**src/sv/anc_pkg.sv**
```systemverilog
`timescale 1ns / 1ps
// shared types and command codes for the anagram checker
// no dependencies

package anc_pkg;

  // command field of an input transaction
  typedef enum logic [1:0] {
    CMD_FIRST  = 2'd0,
    CMD_SECOND = 2'd1,
    CMD_FINISH = 2'd2
  } cmd_e;

  // request from the front end to the bin update stage
  typedef struct packed {
    logic en;      // count one byte into its bin
    logic second;  // byte belongs to the second string
    logic clear;   // drop all bins and the nonzero count
  } anc_req_t;

endpackage

```
**src/sv/anc_bin_ctl.sv**
```systemverilog
`timescale 1ns / 1ps
// bin read-modify-write stage: valid marks, write forwarding, nonzero bin count
// depends on anc_pkg; drives the ports of anc_bin_mem

module anc_bin_ctl
  import anc_pkg::*;
#(
  parameter int unsigned DEPTH = 256,
  parameter int unsigned IDX_W = 8,
  parameter int unsigned BIN_W = 14,
  parameter int unsigned CNT_W = 9
) (
  input  logic             clk_i,
  input  logic             rst_ni,
  input  anc_req_t         req_i,
  input  logic [IDX_W-1:0] addr_i,
  output logic             rd_en_o,
  output logic [IDX_W-1:0] rd_addr_o,
  input  logic [BIN_W-1:0] rd_data_i,
  output logic             wr_en_o,
  output logic [IDX_W-1:0] wr_addr_o,
  output logic [BIN_W-1:0] wr_data_o,
  output logic             all_zero_o
);

  logic             s1_vld_q, s1_vld_d;
  logic             s1_second_q;
  logic [IDX_W-1:0] s1_addr_q;
  logic             lw_vld_q, lw_vld_d;
  logic [IDX_W-1:0] lw_addr_q;
  logic [BIN_W-1:0] lw_data_q;
  logic [DEPTH-1:0] valid_q, valid_d;
  logic [CNT_W-1:0] cnt_q, cnt_d, cnt_next;
  logic [BIN_W-1:0] cur_val, before_val, after_val;
  logic             fwd_hit;

  assign rd_en_o   = req_i.en;
  assign rd_addr_o = addr_i;

  // the write of the previous cycle is not yet visible in the read data
  assign fwd_hit    = lw_vld_q && (lw_addr_q == s1_addr_q);
  assign cur_val    = fwd_hit ? lw_data_q : rd_data_i;
  assign before_val = valid_q[s1_addr_q] ? cur_val : '0;
  assign after_val  = s1_second_q ? (before_val - BIN_W'(1)) : (before_val + BIN_W'(1));

  assign wr_en_o   = s1_vld_q;
  assign wr_addr_o = s1_addr_q;
  assign wr_data_o = after_val;

  always_comb begin
    cnt_next = cnt_q;
    if (s1_vld_q) begin
      if (before_val == '0) begin
        cnt_next = cnt_q + CNT_W'(1);
      end else if (after_val == '0) begin
        cnt_next = cnt_q - CNT_W'(1);
      end
    end
  end

  assign all_zero_o = (cnt_next == '0);

  always_comb begin
    s1_vld_d = req_i.en;
    lw_vld_d = s1_vld_q;
    cnt_d    = req_i.clear ? '0 : cnt_next;
    valid_d  = valid_q;
    if (s1_vld_q) begin
      valid_d[s1_addr_q] = 1'b1;
    end
    if (req_i.clear) begin
      valid_d = '0;
    end
  end

  always_ff @(posedge clk_i or negedge rst_ni) begin
    if (!rst_ni) begin
      s1_vld_q <= 1'b0;
      lw_vld_q <= 1'b0;
      cnt_q    <= '0;
      valid_q  <= '0;
    end else begin
      s1_vld_q <= s1_vld_d;
      lw_vld_q <= lw_vld_d;
      cnt_q    <= cnt_d;
      valid_q  <= valid_d;
    end
  end

  always_ff @(posedge clk_i) begin
    s1_second_q <= req_i.second;
    s1_addr_q   <= addr_i;
    lw_addr_q   <= s1_addr_q;
    lw_data_q   <= after_val;
  end

  // a nonzero count can only exist with some bin marked valid
  a_cnt_needs_valid: assert property (@(posedge clk_i) disable iff (!rst_ni)
    (cnt_q != '0) |-> (valid_q != '0))
    else $error("nonzero bin count with no valid bin");

  // clear empties the count and all marks on the next cycle
  a_clear_empties: assert property (@(posedge clk_i) disable iff (!rst_ni)
    req_i.clear |=> ((cnt_q == '0) && (valid_q == '0)))
    else $error("clear did not empty the bins");

  // a counted byte leaves its bin marked valid unless a clear comes in the same cycle
  a_mark_set: assert property (@(posedge clk_i) disable iff (!rst_ni)
    (s1_vld_q && !req_i.clear) |=> valid_q[$past(s1_addr_q)])
    else $error("updated bin not marked valid");

endmodule
```
**config.mk**
```make
export PLATFORM = sky130hd
export DESIGN_NAME = anc_bin_ctl
export DESIGN_NICKNAME = d
export VERILOG_FILES = /design/src/sv/anc_pkg.sv /design/src/sv/anc_bin_ctl.sv
export SDC_FILE = /design/constraint.sdc
export NUM_CORES = 1
export LEC_CHECK = 0
export BUFFER_PORTS_ARGS = -buffer_cell sky130_fd_sc_hd__buf_4
export CORE_MARGIN = 2
export CORE_UTILIZATION = 55
export DETAILED_ROUTE_END_ITERATION = 8
export PLACE_DENSITY = 0.83
export SLEW_MARGIN = 20
export SYNTH_ARGS = -nofsm -noshare
export SYNTH_HDL_FRONTEND = slang
export SYNTH_SLANG_ARGS = --single-unit
export TNS_END_PERCENT = 5
```
**constraint.sdc**
```tcl
create_clock -name clk_i -period 6.25 [get_ports clk_i]
set_input_delay 0.625 -clock clk_i [delete_from_list [all_inputs] [get_ports clk_i]]
set_output_delay 0.625 -clock clk_i [all_outputs]
set_load 0.01 [all_outputs]
```
Yosys cells after proc, flatten, opt, wreduce, memory -nomap -nowiden
Cells that the tools add are included.

storage, ports and cells
  register bits after elaboration = 298
  output and inout port bits = 33
  word-level logic and storage cells = 35

cells by class
  $add $sub $neg = 4
  $lt $le $gt $ge = 2
  eq/ne operators = 1
  mux-type cells = 13
  bitwise gates (word level) = 1
  reductions and logical operators = 6

operator list
  kind                   count
  $mux 256               2
  $or 256x256->256       1
  $mux 14                3
  $mux 9                 4
  $logic_not 14->1       2
  $add 14x1->14 const B  1
  $sub 14x1->14 const B  1
  $add 9x1->9 const B    1
  $logic_not 9->1        1
  $lt 8x9->1 const B     1
  $sub 9x1->9 const B    1
  $bmux 1 s8             1
  $demux 1 s8            1
  $eq 8x8->1             1
  $ge 8x1->1 const B     1
  $logic_and 1x1->1      2
  $mux 1                 2
  $reduce_bool 2->1      1

Logic depth before layout (Yosys ltp)
  depth in word-level cells = 11
  depth in mapped cells = 28

Worst setup path after synthesis
No wires, ideal clock.

  kind = register -> output
  from = register s1_addr_q[1], in the netlist wr_addr_o[1]
  to = output port all_zero_o
  data arrival time = 6.555 ns
  required time = 5.625 ns
  setup slack = -0.930 ns
  stages on the path, launching flop included = 28
  path buffers = 6
  path through = dfxtp_1 -> clkbuf_1 -> buf_2 -> buf_2 -> buf_2 -> mux2i_1 -> a21oi_1 -> a31oi_1 -> a31oi_1 -> or4b_1 -> nand2_1 -> clkbuf_1 -> nor2_1 -> ha_1 -> a21o_1 -> a21oi_1 -> nor3_1 -> o41ai_1 -> a21oi_1 -> o21ai_0 -> nand3_1 -> or4_1 -> a2111o_1 -> o31a_4 -> buf_6 -> nor3_1 -> o21ai_1 -> nor4b_2

between the ends
  longest elaborated chain between the ends = 11

ends and longest elaborated chain
  item                                                line               source
  start, declared                                     anc_bin_ctl.sv:28  logic [IDX_W-1:0] s1_addr_q;
  start signal, assigned                              anc_bin_ctl.sv:92  s1_addr_q <= addr_i;
  branches (longest 3 deep; another with $bmux 1 s8)  -
  $mux 14 (*)                                         anc_bin_ctl.sv:43  assign before_val = valid_q[s1_addr_q] ? cur_val : '0;
  $add 14x1->14 or $sub 14x1->14 (tied branches)      anc_bin_ctl.sv:44  assign after_val = s1_second_q ? (before_val - BIN_W'(1)) : (before_val + BIN_W'(1));
  $mux 14 (*)                                         anc_bin_ctl.sv:44
  net wr_data_o[12]                                   anc_bin_ctl.sv:22  output logic [BIN_W-1:0] wr_data_o,
  $logic_not 14->1 (*)                                anc_bin_ctl.sv:55  end else if (after_val == '0) begin
  $mux 9 (*)                                          anc_bin_ctl.sv:55
  $mux 9 (*)                                          anc_bin_ctl.sv:53  if (before_val == '0) begin
  $mux 9 (*)                                          anc_bin_ctl.sv:52  if (s1_vld_q) begin
  $logic_not 9->1 (*)                                 anc_bin_ctl.sv:61  assign all_zero_o = (cnt_next == '0);
  end, declared                                       anc_bin_ctl.sv:23  output logic all_zero_o

Mark *: on every way through the listed nets, which the timed path passes. The select of a mux whose other input is x is not followed.

Final worst setup path
  from = register s1_addr_q[0], in the netlist wr_addr_o[0]
  to = output port all_zero_o

between the ends
  longest elaborated chain between the ends = 11

ends and longest elaborated chain
  item                                                line
  branches (longest 3 deep; another with $bmux 1 s8)  -
  $mux 14 (*)                                         anc_bin_ctl.sv:43
  $add 14x1->14 or $sub 14x1->14 (tied branches)      anc_bin_ctl.sv:44
  $mux 14                                             anc_bin_ctl.sv:44
  $logic_not 14->1                                    anc_bin_ctl.sv:55
  $mux 9                                              anc_bin_ctl.sv:55
  $mux 9 (*)                                          anc_bin_ctl.sv:53
  $mux 9 (*)                                          anc_bin_ctl.sv:52
  $logic_not 9->1 (*)                                 anc_bin_ctl.sv:61

Mark *: on every way between the ends. The select of a mux whose other input is x is not followed.

==> impl_results.md <==
- Outcome: finished, violations left
- Violations in the final reports: setup timing
- Floorplan core area: 25300 sq um
- Type of the setup path with the least slack: flip-flop to output port
- Port-buffer cells: 59
- Count of unresolved DRC violations after routing: 0
- First-pass GRT wire length: 63700 microns
- I/O pin count: 60
- Worst setup SP type: flip-flop
- Max-cap viol count: 0
- Synth unique cells: 68
- Post-synth top cells: 325 x sky130_fd_sc_hd__nor2_1, 280 x sky130_fd_sc_hd__a21oi_1, 267 x sky130_fd_sc_hd__dfrtp_1, 98 x sky130_fd_sc_hd__mux2i_1, 82 x sky130_fd_sc_hd__clkbuf_1
- Top area cells in the synthesized netlist: sky130_fd_sc_hd__dfrtp_1 47%, sky130_fd_sc_hd__a21oi_1 9.8%, sky130_fd_sc_hd__nor2_1 8.6%
- Worst clock skew on the final layout: 17.1 ps
- Most frequent cell after synthesis: sky130_fd_sc_hd__nor2_1
- Final Hold Violating Endpoints: 0
- H-tree depth: 1
- Seq/Total Area, Yosys: 51.2%
- Remaining antenna violation count after routing: 0
- Post-synth top area share: 46.9%
- Total detailed-routing wirelength: 40400 microns
- Via density: 6.33
- Mean routed wirelength per cell: 20.8 microns
- Total clock buffers created by CTS: 30
- All-Layer GR Usage: 29.7%
- Arrival time worst endpoint: 6660 ps
- #FFs+latches synth: 298
- Layout overhead on the synthesized area: 19.8%
- Post-Synthesis Mean Instance Area: 9.73 sq um
- Setup violators final: 1
- Hold WC Path Type: input pin to asynchronous set/reset pin
- Synth Cell Area: 14300 sq um
- Max IR drop VDD: 0.235 mV
- Cell internal pwr: 3.27 mW
- Clock power frac: 40.2%
- Die area: 27200 sq um
- Syn_nets: 1508
- DR vias: 12327
- Sequential cell fraction of total power: 45.2%
- Max Clk Rate: 0.137 GHz
- Sw frac: 26.2%
- Mapped Cells: 1465
- Floorplan die height: 165 microns
- Post-DP HPWL: 26100 microns
- Proportion of synthesized flip-flops having asynchronous set or reset: 89.6%
- Post-route worst hold slack: 84.5 ps
- Initial Utilization: 56.3%
- Row count: 58
- Weighted congestion at the end of routability-driven global placement: 0.935
- TritonCTS clock tree: yes
- Clock-pin transition on the worst setup and hold timing paths: 60 ps
- Total overflow reported by the global router: 0
- First drt pass iteration count: 6
- Minimum clock period: 7290 ps
- Critical path fanouts, max: 10
- Post-layout util: 67.4%
- Max transition margin: 22.7%
- Dominant cell type by area after synthesis: sky130_fd_sc_hd__dfrtp_1
- Count of yosys warnings during synthesis: 0
- DR iter-0 viols: 1720
- Count of clock tree sinks: 298
- Number of antenna violations at the first check in global routing: 0
- Worst setup EP type: output port
- Sw Pwr: 1.16 mW
- RSZ-0062 raised after global routing: true
- Total Nets Final: 1640
- Max-slew violation count: 0
- Final worst setup slack: -1040 ps
- Clk root buf: sky130_fd_sc_hd__clkbuf_16
- Required time at the worst-slack endpoint: 5620 ps
- Final design instance area without fill: 17100 sq um
- Period utilisation layout: 117%
- Vias in the first global route: 12296
- Number of enable-type register cells in the synthesized netlist: 0
- Area after DPL: 15900 sq um
- Relative contribution of combinational cells to total power: 14.5%
- P_leak: 7.89 nW
- Die width: 165 microns
- Worst-case clock buffer depth: 3
- Worst-skew pair later-pin latency: 570 ps
- Inserted Diodes: 0
- Dominant register cell in the synthesized netlist: sky130_fd_sc_hd__dfrtp_1
- Maximum number of pins on one net before global-route repair: 153
- Proportion of layout cells with a drive suffix above 1: 21.3%
- Areal power density over the cells: 260 nW/um^2
- Slew @ Worst Pin: 1150 ps
[power groups by stage]
stage / combinational (mW) / sequential, mW / clock [mW]
finish: 0.645 / 2.01 / 1.78
global route: 0.692 / 2.01 / 1.88
CTS: 0.629 / 2.00 / 1.80
detailed placement: 0.606 / 2.04 / 0
global placement: 0.593 / 2.04 / 0
floorplan: 0.341 / 2.02 / 0
[cell usage in the layout (no fill, tap or decap), types with 4 or more instances in the layout]
cell type,count
sky130_fd_sc_hd__nand4_1,7
sky130_fd_sc_hd__mux4_1,5
sky130_fd_sc_hd__mux2_2,6
sky130_fd_sc_hd__dfxtp_1,29
sky130_fd_sc_hd__mux4_2,21
sky130_fd_sc_hd__or2_2,5
sky130_fd_sc_hd__nand2b_1,12
sky130_fd_sc_hd__o21ai_0,10
sky130_fd_sc_hd__nor4_2,4
sky130_fd_sc_hd__mux2i_1,97
sky130_fd_sc_hd__nand3_1,27
sky130_fd_sc_hd__buf_12,7
sky130_fd_sc_hd__nor3_2,7
sky130_fd_sc_hd__nand2_1,27
sky130_fd_sc_hd__nor4_1,7
sky130_fd_sc_hd__or3_1,8
sky130_fd_sc_hd__nor2_1,316
sky130_fd_sc_hd__buf_4,205
sky130_fd_sc_hd__xnor2_1,21
sky130_fd_sc_hd__clkbuf_8,5
sky130_fd_sc_hd__nor3_1,18
sky130_fd_sc_hd__nor2b_1,9
sky130_fd_sc_hd__and3_1,10
sky130_fd_sc_hd__a21oi_1,277
sky130_fd_sc_hd__a22oi_1,36
sky130_fd_sc_hd__a31oi_1,6
sky130_fd_sc_hd__clkbuf_16,30
sky130_fd_sc_hd__clkinvlp_4,4
sky130_fd_sc_hd__inv_1,19
sky130_fd_sc_hd__clkbuf_1,7
sky130_fd_sc_hd__ha_1,15
sky130_fd_sc_hd__dfrtp_1,267
sky130_fd_sc_hd__nor2_2,9
[per-layer routing]
layer / GRT usage, % / vias up / share of wire, %
met5: 0 / - / 0
met4: 13.1 / 0 / 4.2
met3: 4.72 / 157 / 9.1
met2: 49.4 / 756 / 48
met1: 38.7 / 6014 / 39
li1: - / 5400 / -
[area by class of cell]
type / instances / area (sq um)
sequential: 298 / 7310
tap: 330 / 413
inverter: 19 / 71.3
fill: 1815 / 8250
clock buffer: 42 / 846
clock inverter: 11 / 134
timing repair buffer: 217 / 1760
multi-input combinational: 1031 / 6540
[through the flow]
stage / setup TNS (ps) / total power [mW] / instances / setup slack (ps)
4_1_cts: -1020 / 4.44 / 1948 / -1020
5_1_grt: -1480 / 4.58 / 1948 / -1270
3_3_place_gp: -522 / 2.63 / 1888 / -522
6_report: -1040 / 4.43 / 1948 / -1040
3_5_place_dp: -683 / 2.65 / 1888 / -683
2_1_floorplan: -410 / 2.36 / 1465 / -410
[logic make-up (layout without fill, tap and decap cells)]
group | count (synthesis) | count (layout) | share of synthesized area [%]
xor+xnor | 25 | 25 | 1.54
buf+inv | 136 | 289 | 4.23
compound gates | 377 | 377 | 15.1
simple gates | 483 | 483 | 14.8
fa+ha+maj | 16 | 16 | 1.46
mux | 130 | 130 | 11.6
flops | 298 | 298 | 51.2
[what timing repair did]
| action | CTS | global route |
|---|---|---|
| hold buffers | 0 | 0 |
| gates resized for setup | 20 | 10 |
| setup buffers | 6 | 0 |
| gates cloned | 1 | 0 |
| pin swaps | 8 | 3 |
| endpoints found under the setup margin | 5 | 5 |
[critical path, stage by stage, from the launching register on]
cell                       delay (ps)
sky130_fd_sc_hd__dfxtp_4          390
sky130_fd_sc_hd__buf_6            150
sky130_fd_sc_hd__mux4_2           490
sky130_fd_sc_hd__mux4_2           540
sky130_fd_sc_hd__o22ai_4          170
sky130_fd_sc_hd__nor3_1           100
sky130_fd_sc_hd__nor4_2           280
sky130_fd_sc_hd__buf_4            180
sky130_fd_sc_hd__nand2b_1          80
sky130_fd_sc_hd__nand2_2          120
sky130_fd_sc_hd__buf_6            150
sky130_fd_sc_hd__nor2_1            60
sky130_fd_sc_hd__ha_1             310
sky130_fd_sc_hd__buf_4            160
sky130_fd_sc_hd__nor2b_1          160
sky130_fd_sc_hd__o41ai_2          330
sky130_fd_sc_hd__a21oi_2          150
sky130_fd_sc_hd__o21ai_2          160
sky130_fd_sc_hd__nand3_1          110
sky130_fd_sc_hd__or4_1            410
sky130_fd_sc_hd__a2111o_1         440
sky130_fd_sc_hd__o31a_4           340
sky130_fd_sc_hd__nor4_2           270
sky130_fd_sc_hd__a211oi_1         110
sky130_fd_sc_hd__nor4b_2          280
sky130_fd_sc_hd__buf_4            160
[final timing paths]
path / end / start / slack [ps] / cells after the start
hold / removal: wr_en_o$_DFF_PN0_ / rst_ni / 80 / 1
min in group clk_i: s1_second_q$_DFF_P_ / req_i[1] / 160 / 1
max in group asynchronous: valid_q[209]$_DFFE_PN0P_ / rst_ni / 4770 / 2
setup reg to reg: cnt_q[4]$_DFF_PN0_ / wr_addr_o[0]$_DFF_P_ / 230 / 24
setup / recovery: all_zero_o / wr_addr_o[0]$_DFF_P_ / -1040 / 25
hold reg to reg: lw_addr_q[7]$_DFF_P_ / wr_addr_o[7]$_DFF_P_ / 490 / 0
[flip-flops by register name, summed over array words and instances, names as in the netlist]
register / cells
lw_vld_q: 1
lw_data_q: 14
cnt_q: 9
s1_second_q: 1
wr_addr_o: 8
lw_addr_q: 8
valid_q: 256
wr_en_o: 1
(Power assumes the default switching activity.)
